===== config.mk =====
export PLATFORM = sky130hd
export DESIGN_NAME = gbte_ctrl
export DESIGN_NICKNAME = d
export VERILOG_FILES = /design/src/sv/gbte_pkg.sv /design/src/sv/gbte_ctrl.sv
export SDC_FILE = /design/constraint.sdc
export NUM_CORES = 1
export LEC_CHECK = 0
export ABC_AREA = 1
export BUFFER_PORTS_ARGS = -buffer_cell sky130_fd_sc_hd__buf_2
export CAP_MARGIN = 15
export CORE_ASPECT_RATIO = 0.8
export CORE_MARGIN = 1
export CORE_UTILIZATION = 50
export CTS_CLUSTER_SIZE = 10
export DETAILED_ROUTE_END_ITERATION = 10
export PLACE_DENSITY = 0.79
export SLEW_MARGIN = 20
export SYNTH_ARGS = -nofsm -noshare
export SYNTH_HDL_FRONTEND = slang
export SYNTH_SLANG_ARGS = --single-unit

===== constraint.sdc =====
create_clock -name clk_i -period 3 [get_ports clk_i]
set_input_delay 0.15 -clock clk_i [delete_from_list [all_inputs] [get_ports clk_i]]
set_output_delay 0.15 -clock clk_i [all_outputs]
set_load 0.005 [all_outputs]

===== src/sv/gbte_pkg.sv =====
// gap buffer editor: shared types and constants
`default_nettype none
package gbte_pkg;

  typedef enum logic [2:0] {
    K_INSERT = 3'd0,
    K_BACKSPACE = 3'd1,
    K_LEFT = 3'd2,
    K_RIGHT = 3'd3,
    K_UP = 3'd4,
    K_DOWN = 3'd5,
    K_CLEAR = 3'd6,
    K_READ = 3'd7
  } kind_e;

  typedef enum logic [4:0] {
    CMD_NONE,
    CMD_LATCH,
    CMD_INSERT,
    CMD_BACKSPACE,
    CMD_SEL_PRE,
    CMD_SEL_POST,
    CMD_DROP_SEL,
    CMD_RD_PREV,
    CMD_RD_FIN,
    CMD_MV_LEFT,
    CMD_MV_RIGHT,
    CMD_MV_RIGHT_CNT,
    CMD_LOC_CLR,
    CMD_LOC_RD,
    CMD_LOC_ACC,
    CMD_TGT_SAVE,
    CMD_READ_ISSUE,
    CMD_READ_CAPT,
    CMD_OUT_LOAD
  } cmd_e;

  typedef enum logic [4:0] {
    S_IDLE,
    S_DECODE,
    S_READ_WAIT,
    S_LEFT,
    S_LEFT_WR,
    S_RIGHT,
    S_RIGHT_WR,
    S_UP,
    S_UP_CHK,
    S_UP_LINE,
    S_UP_LINE_CHK,
    S_DOWN,
    S_DOWN_CHK,
    S_WALK,
    S_WALK_CHK,
    S_SEL_POST,
    S_LOC_START,
    S_LOC_CHK,
    S_LOC_ACC,
    S_TGT,
    S_FINISH
  } state_e;

  typedef struct packed {
    kind_e kind;
    logic  bs_char;
    logic  gb_zero;
    logic  at_end;
    logic  rd_lf;
    logic  loc_done;
    logic  walk_done;
    logic  out_busy;
  } dp_sts_t;

  localparam logic [7:0] CH_LF  = 8'd10;
  localparam logic [7:0] CH_CR  = 8'd13;
  localparam logic [7:0] CH_TAB = 8'd9;
  localparam logic [7:0] CH_BS  = 8'd8;
  localparam logic [7:0] CH_DEL = 8'd127;

endpackage
`default_nettype wire


===== src/sv/gbte_ctrl.sv =====
// gap buffer editor: command sequencer
`default_nettype none
module gbte_ctrl (
  input  wire logic         clk_i,
  input  wire logic         rst_ni,
  input  wire logic         in_valid_i,
  output logic              in_ready_o,
  input  wire gbte_pkg::dp_sts_t sts_i,
  output gbte_pkg::cmd_e    cmd_o
);

  gbte_pkg::state_e state_q, state_d;
  logic tgt_phase_q, tgt_phase_d;

  always_ff @(posedge clk_i or negedge rst_ni) begin
    if (!rst_ni) begin
      state_q     <= gbte_pkg::S_IDLE;
      tgt_phase_q <= 1'b0;
    end else begin
      state_q     <= state_d;
      tgt_phase_q <= tgt_phase_d;
    end
  end

  always_comb begin
    state_d     = state_q;
    tgt_phase_d = tgt_phase_q;
    case (state_q)
      gbte_pkg::S_IDLE: if (in_valid_i) state_d = gbte_pkg::S_DECODE;
      gbte_pkg::S_DECODE: begin
        tgt_phase_d = 1'b0;
        case (sts_i.kind)
          gbte_pkg::K_READ:  state_d = gbte_pkg::S_READ_WAIT;
          gbte_pkg::K_LEFT:  state_d = gbte_pkg::S_LEFT;
          gbte_pkg::K_RIGHT: state_d = gbte_pkg::S_RIGHT;
          gbte_pkg::K_UP, gbte_pkg::K_DOWN: begin
            state_d     = gbte_pkg::S_LOC_START;
            tgt_phase_d = 1'b1;
          end
          default: state_d = gbte_pkg::S_LOC_START;
        endcase
      end
      gbte_pkg::S_READ_WAIT: state_d = gbte_pkg::S_LOC_START;
      gbte_pkg::S_LEFT:
        state_d = sts_i.gb_zero ? gbte_pkg::S_SEL_POST : gbte_pkg::S_LEFT_WR;
      gbte_pkg::S_LEFT_WR: state_d = gbte_pkg::S_SEL_POST;
      gbte_pkg::S_RIGHT:
        state_d = sts_i.at_end ? gbte_pkg::S_SEL_POST : gbte_pkg::S_RIGHT_WR;
      gbte_pkg::S_RIGHT_WR: state_d = gbte_pkg::S_SEL_POST;
      gbte_pkg::S_UP:
        state_d = sts_i.gb_zero ? gbte_pkg::S_SEL_POST : gbte_pkg::S_UP_CHK;
      gbte_pkg::S_UP_CHK:
        state_d = sts_i.rd_lf ? gbte_pkg::S_UP_LINE : gbte_pkg::S_UP;
      gbte_pkg::S_UP_LINE:
        state_d = sts_i.gb_zero ? gbte_pkg::S_WALK : gbte_pkg::S_UP_LINE_CHK;
      gbte_pkg::S_UP_LINE_CHK:
        state_d = sts_i.rd_lf ? gbte_pkg::S_WALK : gbte_pkg::S_UP_LINE;
      gbte_pkg::S_DOWN:
        state_d = sts_i.at_end ? gbte_pkg::S_SEL_POST : gbte_pkg::S_DOWN_CHK;
      gbte_pkg::S_DOWN_CHK:
        state_d = sts_i.rd_lf ? gbte_pkg::S_WALK : gbte_pkg::S_DOWN;
      gbte_pkg::S_WALK:
        state_d = (sts_i.walk_done || sts_i.at_end) ? gbte_pkg::S_SEL_POST
                                                    : gbte_pkg::S_WALK_CHK;
      gbte_pkg::S_WALK_CHK:
        state_d = sts_i.rd_lf ? gbte_pkg::S_SEL_POST : gbte_pkg::S_WALK;
      gbte_pkg::S_SEL_POST: begin
        state_d     = gbte_pkg::S_LOC_START;
        tgt_phase_d = 1'b0;
      end
      gbte_pkg::S_LOC_START: state_d = gbte_pkg::S_LOC_CHK;
      gbte_pkg::S_LOC_CHK: begin
        if (!sts_i.loc_done) begin
          state_d = gbte_pkg::S_LOC_ACC;
        end else if (tgt_phase_q) begin
          state_d = gbte_pkg::S_TGT;
        end else begin
          state_d = gbte_pkg::S_FINISH;
        end
      end
      gbte_pkg::S_LOC_ACC: state_d = gbte_pkg::S_LOC_CHK;
      gbte_pkg::S_TGT:
        state_d = (sts_i.kind == gbte_pkg::K_UP) ? gbte_pkg::S_UP : gbte_pkg::S_DOWN;
      gbte_pkg::S_FINISH: if (!sts_i.out_busy) state_d = gbte_pkg::S_IDLE;
      default: state_d = gbte_pkg::S_IDLE;
    endcase
  end

  always_comb begin
    cmd_o      = gbte_pkg::CMD_NONE;
    in_ready_o = 1'b0;
    case (state_q)
      gbte_pkg::S_IDLE: begin
        in_ready_o = 1'b1;
        if (in_valid_i) cmd_o = gbte_pkg::CMD_LATCH;
      end
      gbte_pkg::S_DECODE: begin
        case (sts_i.kind)
          gbte_pkg::K_INSERT:
            cmd_o = sts_i.bs_char ? gbte_pkg::CMD_BACKSPACE : gbte_pkg::CMD_INSERT;
          gbte_pkg::K_BACKSPACE: cmd_o = gbte_pkg::CMD_BACKSPACE;
          gbte_pkg::K_CLEAR:     cmd_o = gbte_pkg::CMD_DROP_SEL;
          gbte_pkg::K_READ:      cmd_o = gbte_pkg::CMD_READ_ISSUE;
          default:               cmd_o = gbte_pkg::CMD_SEL_PRE;
        endcase
      end
      gbte_pkg::S_READ_WAIT: cmd_o = gbte_pkg::CMD_READ_CAPT;
      gbte_pkg::S_LEFT, gbte_pkg::S_UP, gbte_pkg::S_UP_LINE:
        if (!sts_i.gb_zero) cmd_o = gbte_pkg::CMD_RD_PREV;
      gbte_pkg::S_LEFT_WR, gbte_pkg::S_UP_CHK: cmd_o = gbte_pkg::CMD_MV_LEFT;
      gbte_pkg::S_UP_LINE_CHK: if (!sts_i.rd_lf) cmd_o = gbte_pkg::CMD_MV_LEFT;
      gbte_pkg::S_RIGHT, gbte_pkg::S_DOWN:
        if (!sts_i.at_end) cmd_o = gbte_pkg::CMD_RD_FIN;
      gbte_pkg::S_RIGHT_WR, gbte_pkg::S_DOWN_CHK: cmd_o = gbte_pkg::CMD_MV_RIGHT;
      gbte_pkg::S_WALK:
        if (!sts_i.walk_done && !sts_i.at_end) cmd_o = gbte_pkg::CMD_RD_FIN;
      gbte_pkg::S_WALK_CHK: if (!sts_i.rd_lf) cmd_o = gbte_pkg::CMD_MV_RIGHT_CNT;
      gbte_pkg::S_SEL_POST:  cmd_o = gbte_pkg::CMD_SEL_POST;
      gbte_pkg::S_LOC_START: cmd_o = gbte_pkg::CMD_LOC_CLR;
      gbte_pkg::S_LOC_CHK:   if (!sts_i.loc_done) cmd_o = gbte_pkg::CMD_LOC_RD;
      gbte_pkg::S_LOC_ACC:   cmd_o = gbte_pkg::CMD_LOC_ACC;
      gbte_pkg::S_TGT:       cmd_o = gbte_pkg::CMD_TGT_SAVE;
      gbte_pkg::S_FINISH:    if (!sts_i.out_busy) cmd_o = gbte_pkg::CMD_OUT_LOAD;
      default:               cmd_o = gbte_pkg::CMD_NONE;
    endcase
  end

endmodule
`default_nettype wire


# Yosys cells after proc, flatten, opt, wreduce, memory -nomap -nowiden
# Index checks and enable logic that the tools add are counted.
word_totals:
  inputBits: 13
  word_cells: 78
  regBits: 6
op_classes:
  eq_ne: 29
  muxes: 31
  n_reduce_logical: 16
op_table:
  columns: ["cell", "count"]
  rows:
  - ["one-hot mux 5 bit (18 select lines)", 1]
  - ["one-hot mux 5 bit (16 select lines)", 1]
  - ["equality test 5 x 4 -> 1 bit (second input constant)", 8]
  - ["two-way mux 4 bit", 9]
  - ["equality test 5 bit (second input constant)", 5]
  - ["two-way mux 3 bit", 7]
  - ["equality test 5 x 3 -> 1 bit (second input constant)", 4]
  - ["one-hot mux 5 bit (4 select lines)", 1]
  - ["two-way mux 5 bit", 3]
  - ["one-hot mux 5 bit (3 select lines)", 1]
  - ["OR reduction 2 bit", 7]
  - ["equality test 3 bit (second input constant)", 4]
  - ["equality test 5 x 2 -> 1 bit (second input constant)", 2]
  - ["equality test 3 x 2 -> 1 bit (second input constant)", 2]
  - ["equality test 5 x 1 -> 1 bit (second input constant)", 1]
  - ["zero test 5 bit", 1]
  - ["two-way mux 1 bit", 5]
  - ["two-way mux 2 bit", 2]
  - ["!= test 2 bit (second input constant)", 2]
  - ["equality test 3 x 1 -> 1 bit (second input constant)", 1]
  - ["zero test 3 bit", 1]
  - ["OR reduction 3 bit", 1]
  - ["zero test 1 bit", 2]
  - ["one-hot mux 1 bit (2 select lines)", 1]
  - ["other kinds (4)", 4]

# Longest topological paths before layout
# Gate-level depths: netlist (run 1).
depth:
  ltp_word: 4
  depth_mapped: 10
  mapped_depth_nobuf: 9

# Least setup slack after synthesis (run 1)
# OpenSTA, ideal clock, no wires.
synth_timing:
  kind: "reg-to-output"
  from: "register state_q[0]"
  to: "output cmd_o[3]"
  path_buffers: 0
  path_stages_with_launch: 8
  path_slack_ps: 1702
  t_required_ps: 2850
  arrival_ps: 1148
  path_cell_list: "dfrtp_1 inv_1 nand2_1 nor2_1 nand2_1 nor2_1 nor2_1 nand4_1"
synth_via:
  elab_chain_len: 3
synth_rtl:
  columns: ["item", "line", "text"]
  rows:
  - ["start: declaration", "gbte_ctrl.sv:12", "gbte_pkg::state_e state_q, state_d;"]
  - ["start signal: assignment", "gbte_ctrl.sv:17", "state_q <= gbte_pkg::S_IDLE;"]
  - ["start signal: assignment", "gbte_ctrl.sv:20", "state_q <= state_d;"]
  - ["equality test 5 x 4 -> 1 bit (tied with other cells)", "gbte_ctrl.sv:92", "case (state_q)"]
  - ["OR reduction 3 bit or OR reduction 2 bit (tied branches)", "gbte_ctrl.sv:92", null]
  - ["one-hot mux 5 bit (16 select lines) (*)", "gbte_ctrl.sv:92", null]
  - ["end: declaration", "gbte_ctrl.sv:9", "output gbte_pkg::cmd_e cmd_o"]
# Every way passes the cells marked *; elsewhere a longest branch is shown, timed or not.

# Worst setup path in the final report (run 1)
layout_timing:
  from: "register state_q[1]"
  to: "output cmd_o[0]"
# The elaborated chain is that of the path after synthesis.

==> results_dict.tcl, run 1 <==
set metrics [dict create \
    status "finished clean" \
    die_w_um 49.7 \
    final_nets 208 \
    syn_inst 172 \
    viasPerCell 5.76 \
    drc 0 \
    syn_nets 185 \
    cts-htree-levels 1 \
    syn_avg_cell_area_um2 5.28 \
    diodes 0 \
    rsz0062_at_grt "no" \
    slew_headroom_pct 70.3 \
    finalPower_uw 954 \
    worst-path-buf-inv 2 \
    finalCriticalPeriod_ns 1.99 \
    dp_hpwl_um 2280 \
    grt_pass1_wl_um 4460 \
    syn2layout_area_growth_pct 15.3 \
    synth_top_cells_by_count "nand2_1, nor2_1, nand3_1, inv_1, nand4_1" \
    rows 13 \
    postRouteAntennaNets 0 \
    netlist_top_cells_area "nand2_1, dfrtp_1, nand3_1" \
    start_kind "flop" \
    power.density_nw_per_um2 911 \
    r2r_slack_ns 1.44 \
    wl_per_cell_um 12.9 \
    synth_top_area_share_pct 22.3 \
    place.gp.congestion 0.932 \
    peakVddDrop_mv 0.510 \
    cts_root_buf "clkbuf_4" \
    yosysTopAreaCell "nand2_1" \
    synth_most_common_cell "nand2_1" \
    coreArea_um2 1660 \
    cts_setup_buffers 0 \
    grt_pass1_vias 991 \
    setup_tns_ns 0 \
    ios 19 \
    yosysUniqueCellTypes 18 \
    synth-main-ff-cell "dfrtp_1" \
    path_depth 8 \
    clock_skew_ns 0.00327 \
    cts_buffers 3 \
    grt_antenna_before_repair 0 \
    cp_data_arrival_time_ns 1.84 \
    r2r_end "state_q[2]" \
    cts_tree "done" \
    end_kind "output port" \
    path_cells "nor2_1, nand2_1, inv_1, nand2_1, nor2_1, nor3_1, nand3_1, buf_2" \
    die_y_um 40.1 \
    yosysWarnings 0 \
    synth-seq-cells 6 \
    drive_above_1_share_pct 16.1 \
    worst_pin_slew_ns 0.445 \
    fin_area_um2 1050 \
    cp-endpoint "cmd_o[0]" \
    num_vias 1239 \
    fmax_mhz 502 \
    worstSetupPathType "flop to output port" \
    dieArea_um2 1990 \
    track_usage_pct 30.6 \
    max_stage_delay_ns 0.43 \
    io_buffers 18 \
    cts-resized-gates 0 \
    slew_viol_final 0 \
    clkLatencyLatePin_ns 0.24 \
    hold_viol 0 \
    grt_overflow 0 \
    hp-start "in_valid_i" \
    syn_area_um2 908 \
    cts_max_path_buffers 2 \
    min_path_type "primary input to flop" \
    cap_violations 0 \
    start_util_pct 54.8 \
    crit_start "state_q[1]" \
    cpMaxStageDelayCell "dfrtp_1" \
    clk_pin_slew_ns 0.05 \
    ys_async_sr_fraction_pct 100 \
    period_share_pct 66.4 \
    grt_max_degree 11 \
    first_pass_iters 4 \
    synth_edf_count 0 \
    cp.required_ns 2.85 \
    cts.sinks 6 \
    total_leakage_power_uw 0.000632 \
    wirelength_um 2780 \
    crit_path_max_fanout 6 \
    setup_violations 0 \
    reg2reg_from "state_q[4]" \
    ys_seq_area_share_pct 16.5 \
    cpLargestDelayFamily "simple AND/OR/NAND/NOR gates" \
    post_dp_cell_area_um2 1010 \
    nFillCells 184 \
    r2r_cells 5 \
    drt-initial-drc-count 74 \
]
## sequential cells by signal, summed over array words and instances, names as in the netlist
name         flops
state_q          5
tgt_phase_q      1
## worst min path at each step
stage	endpoint	slack [ns]	cells after the start
global route	state_q[0]	0.24	3
CTS	state_q[0]	0.20	3
global placement	tgt_phase_q	-0.03	1
detailed placement	tgt_phase_q	-0.02	1
floorplan	state_q[0]	-0.15	0
finish	state_q[0]	0.20	3
## where the power goes
part	internal, µW	switching [µW]
registers	124	80.5
clock network	45.4	30.9
logic	236	438
total	405	549
## layer usage
layer	vias up	track usage (%)	wire length [µm]
li1	607	-	-
met1	539	40.6	1190
met2	89	50.0	1220
met3	4	6.82	338
met4	0	10.0	31
met5	-	0	0
## stage by stage
step / hold WS [ns] / util, % / instances / setup WS (ns)
floorplan: -0.146 / - / 172 / 1.70
global placement: -0.0255 / 61.2 / 211 / 1.32
detailed placement: -0.0198 / 61.2 / 211 / 1.33
CTS: 0.201 / 63.1 / 215 / 1.05
global route: 0.235 / 63.1 / 215 / 0.905
finish: 0.202 / 63.1 / 215 / 1.01
## tightest hold or removal path, stage by stage
cell and delay [ns]:
buf_2 0.08, o21ai_0 0.08, nor2_1 0.09
## repair_timing
item | 4_1_cts | 5_1_grt
hold endpoints to repair | 6 | 0
endpoints found under the setup margin | 0 | 0
hold buffers | 1 | 0
## layout by cell type (no fill, tap or decap), types with 4 or more instances in the layout
cell / count
dfrtp_1: 6
nand3_1: 21
buf_2: 18
inv_2: 4
nor3_1: 5
nand4_1: 9
nand2_1: 54
a21oi_1: 5
nor2_1: 28
o21ai_0: 5
nor2_4: 4
inv_1: 19
## logic make-up after synthesis
group	Yosys count	synth area share [%]
simple gates	127	63.9
buf+inv	24	10.7
compound gates	15	8.81
flops	6	16.5
## cell type report
cell class	instances	area, µm²	area share [%]
Sequential cell	6	150	14.3
Clock buffer	3	22.5	2.15
Inverter	23	86.3	8.24
Timing Repair Buffer	19	100	9.56
Multi-Input combinational cell	142	661	63.1
Tap cell	22	27.5	2.63
Note: power is estimated with default switching activity, not from simulation.
==> inputs of run 2 (changes only) <==
- CORE_UTILIZATION: 50 -> 48
- clock period: 3 -> 1.8 ns (I/O delays scaled with it)
==> run 2 against run 1 <==
Compared with the run above:
- cell area increased by 8.6%
- first-iteration DRC count increased by 110%
- die area increased by 4.0%
- sequential share of layout area decreased by 0.59 points
- total power increased by 89%
- worst setup slack got worse by 0.95 ns
- register-to-register slack got worse by 1.2 ns
- non-clock buffer count increased by 7
- clock skew increased by 0.0015 ns
- critical path depth decreased by 1
- critical endpoint unchanged
- largest power group unchanged
==> results_dict.tcl, run 2 (synthesis results as in run 1) <==
set metrics [dict create \
    status "finished clean" \
    finalCriticalPeriod_ns 1.74 \
    regMostFlops "state_q" \
    clock_skew_ns 0.00478 \
    fmax_mhz 576 \
    viasPerCell 5.76 \
    io_buffers 18 \
    dieArea_um2 2070 \
    cp.required_ns 1.71 \
    die_w_um 50.6 \
    cts_root_buf "clkbuf_4" \
    total_leakage_power_uw 0.000666 \
    top_regs "state_q: 5 flops, tgt_phase_q: 1 flops" \
    p_sw_uw 991 \
    power.density_nw_per_um2 1590 \
    p_seq_share_pct 19.2 \
    coreArea_um2 1690 \
    slew_headroom_pct 82.8 \
    drt-initial-drc-count 158 \
    layout_common_cells "nand2_1, nor2_1, nand3_1" \
    place.gp.congestion 0.998 \
    hp-start "in_valid_i" \
    cts.sinks 6 \
    drive_above_1_share_pct 24.0 \
    cts_tree "done" \
    intPower_uw 817 \
    period_share_pct 96.5 \
    diodes 0 \
    multi_input_area_um2 679 \
    first_pass_iters 6 \
    setup_tns_ns 0 \
    setup_violations 0 \
    cp_data_arrival_time_ns 1.65 \
    utilization_pct 67.2 \
    end_kind "output port" \
    crit_start "state_q[1]" \
    grt_overflow 0 \
    crit_path_max_fanout 7 \
    worst_pin_slew_ns 0.257 \
    track_usage_pct 31.0 \
    largest_register_ffs 5 \
    grt_pass1_wl_um 4570 \
    min_path_type "primary input to flop" \
    reg2reg_from "state_q[2]" \
    seqCellArea_um2 156 \
    rows 13 \
    ios 19 \
    start_kind "flop" \
    worstSetupPathType "flop to output port" \
    postRouteAntennaNets 0 \
    power_frac_clock_pct 7.2 \
    nFillCells 164 \
    layout_commonest_cell "nand2_1" \
    num_vias 1279 \
    dp_hpwl_um 2270 \
    swShare_pct 54.8 \
    cts_max_path_buffers 2 \
    wl_per_cell_um 14.0 \
    final_nets 215 \
    peakVddDrop_mv 0.852 \
    slew_viol_final 0 \
    die_y_um 40.9 \
    grt_pass1_vias 1048 \
    cts-htree-levels 1 \
    drc 0 \
    cap_violations 0 \
    start_util_pct 53.7 \
    clk_pin_slew_ns 0.05 \
    hold_viol 0 \
    cts_buffers 3 \
    wirelength_um 3110 \
    grt_antenna_before_repair 0 \
    grt_max_degree 11 \
    clkLatencyLatePin_ns 0.25 \
    power_frac_comb_pct 73.6 \
    syn2layout_area_growth_pct 25.2 \
]
## run 2: cell types whose count changed in the layout (fill, tap and decap cells not counted)
cell     delta
inv_2       +1
nor3_1      -1
dfrtp_1     -5
nor2_4      +1
dfrtp_2     +5
o21ai_2     +1
nor2_2      +1
inv_1       -1
nor3_2      +1
buf_4       +6
buf_12      +1
o21ai_0     -1
nor2_1      -2
## run 2: critical path, stage by stage (launching register included)
cell,delay (ns)
dfrtp_2,0.45
nand2_1,0.19
nor2_4,0.08
nand2_1,0.13
nand2_1,0.10
nor3_2,0.20
nand3_1,0.10
buf_2,0.14
## run 2: what timing repair did
action,CTS,global route
setup endpoints to repair,1,4
endpoints found under the hold margin,6,0
hold buffers,1,0
pin swaps,0,2
gates resized for setup,1,11
setup buffers,0,5
## run 2: path summary, 6_finish.rpt
path                          endpoint  slack [ns]  cells after the start
setup / recovery              cmd_o[0]        0.06                      7
hold / removal              state_q[0]        0.15                      3
setup reg to reg            state_q[3]        0.26                      7
hold reg to reg            tgt_phase_q        0.65                      2
max in group asynchronous   state_q[1]        1.45                      2
min in group asynchronous   state_q[2]        0.19                      2
## run 2: power by group through the flow
stage | sequential [µW] | clock, µW | combinational, µW
final | 347 | 130 | 1330
after global routing | 354 | 138 | 1440
after CTS | 335 | 129 | 1130
after detailed placement | 334 | 0 | 1120
after global placement | 332 | 0 | 1130
after floorplan | 286 | 0 | 821
## run 2: cell type report
class	instances	share of cell area (%)
Clock buffer	3	1.98
Multi-Input combinational cell	142	59.7
Sequential cell	6	13.8
Timing Repair Buffer	26	14.5
Tap cell	22	2.42
Inverter	23	7.59
## run 2: stage by stage
step,power (µW),cells,instance area [µm²],setup slack [ns],hold WS (ns)
floorplan,1110,172,908,0.562,-0.206
global placement,1460,213,1030,0.183,-0.0835
detailed placement,1450,213,1030,0.200,-0.0719
CTS,1590,217,1060,0.000477,0.151
global route,1930,222,1140,-0.0149,0.188
finish,1810,222,1140,0.0626,0.152
## run 2: metal layers
layer | track usage [%] | vias to the layer above | share of wire, % | routed length [µm]
met5 | 0 | - | 0 | 0
met2 | 52.0 | 107 | 45 | 1410
li1 | - | 620 | - | -
met3 | 5.56 | 8 | 12 | 385
met1 | 40.0 | 544 | 40 | 1250
met4 | 13.9 | 0 | 1.9 | 59
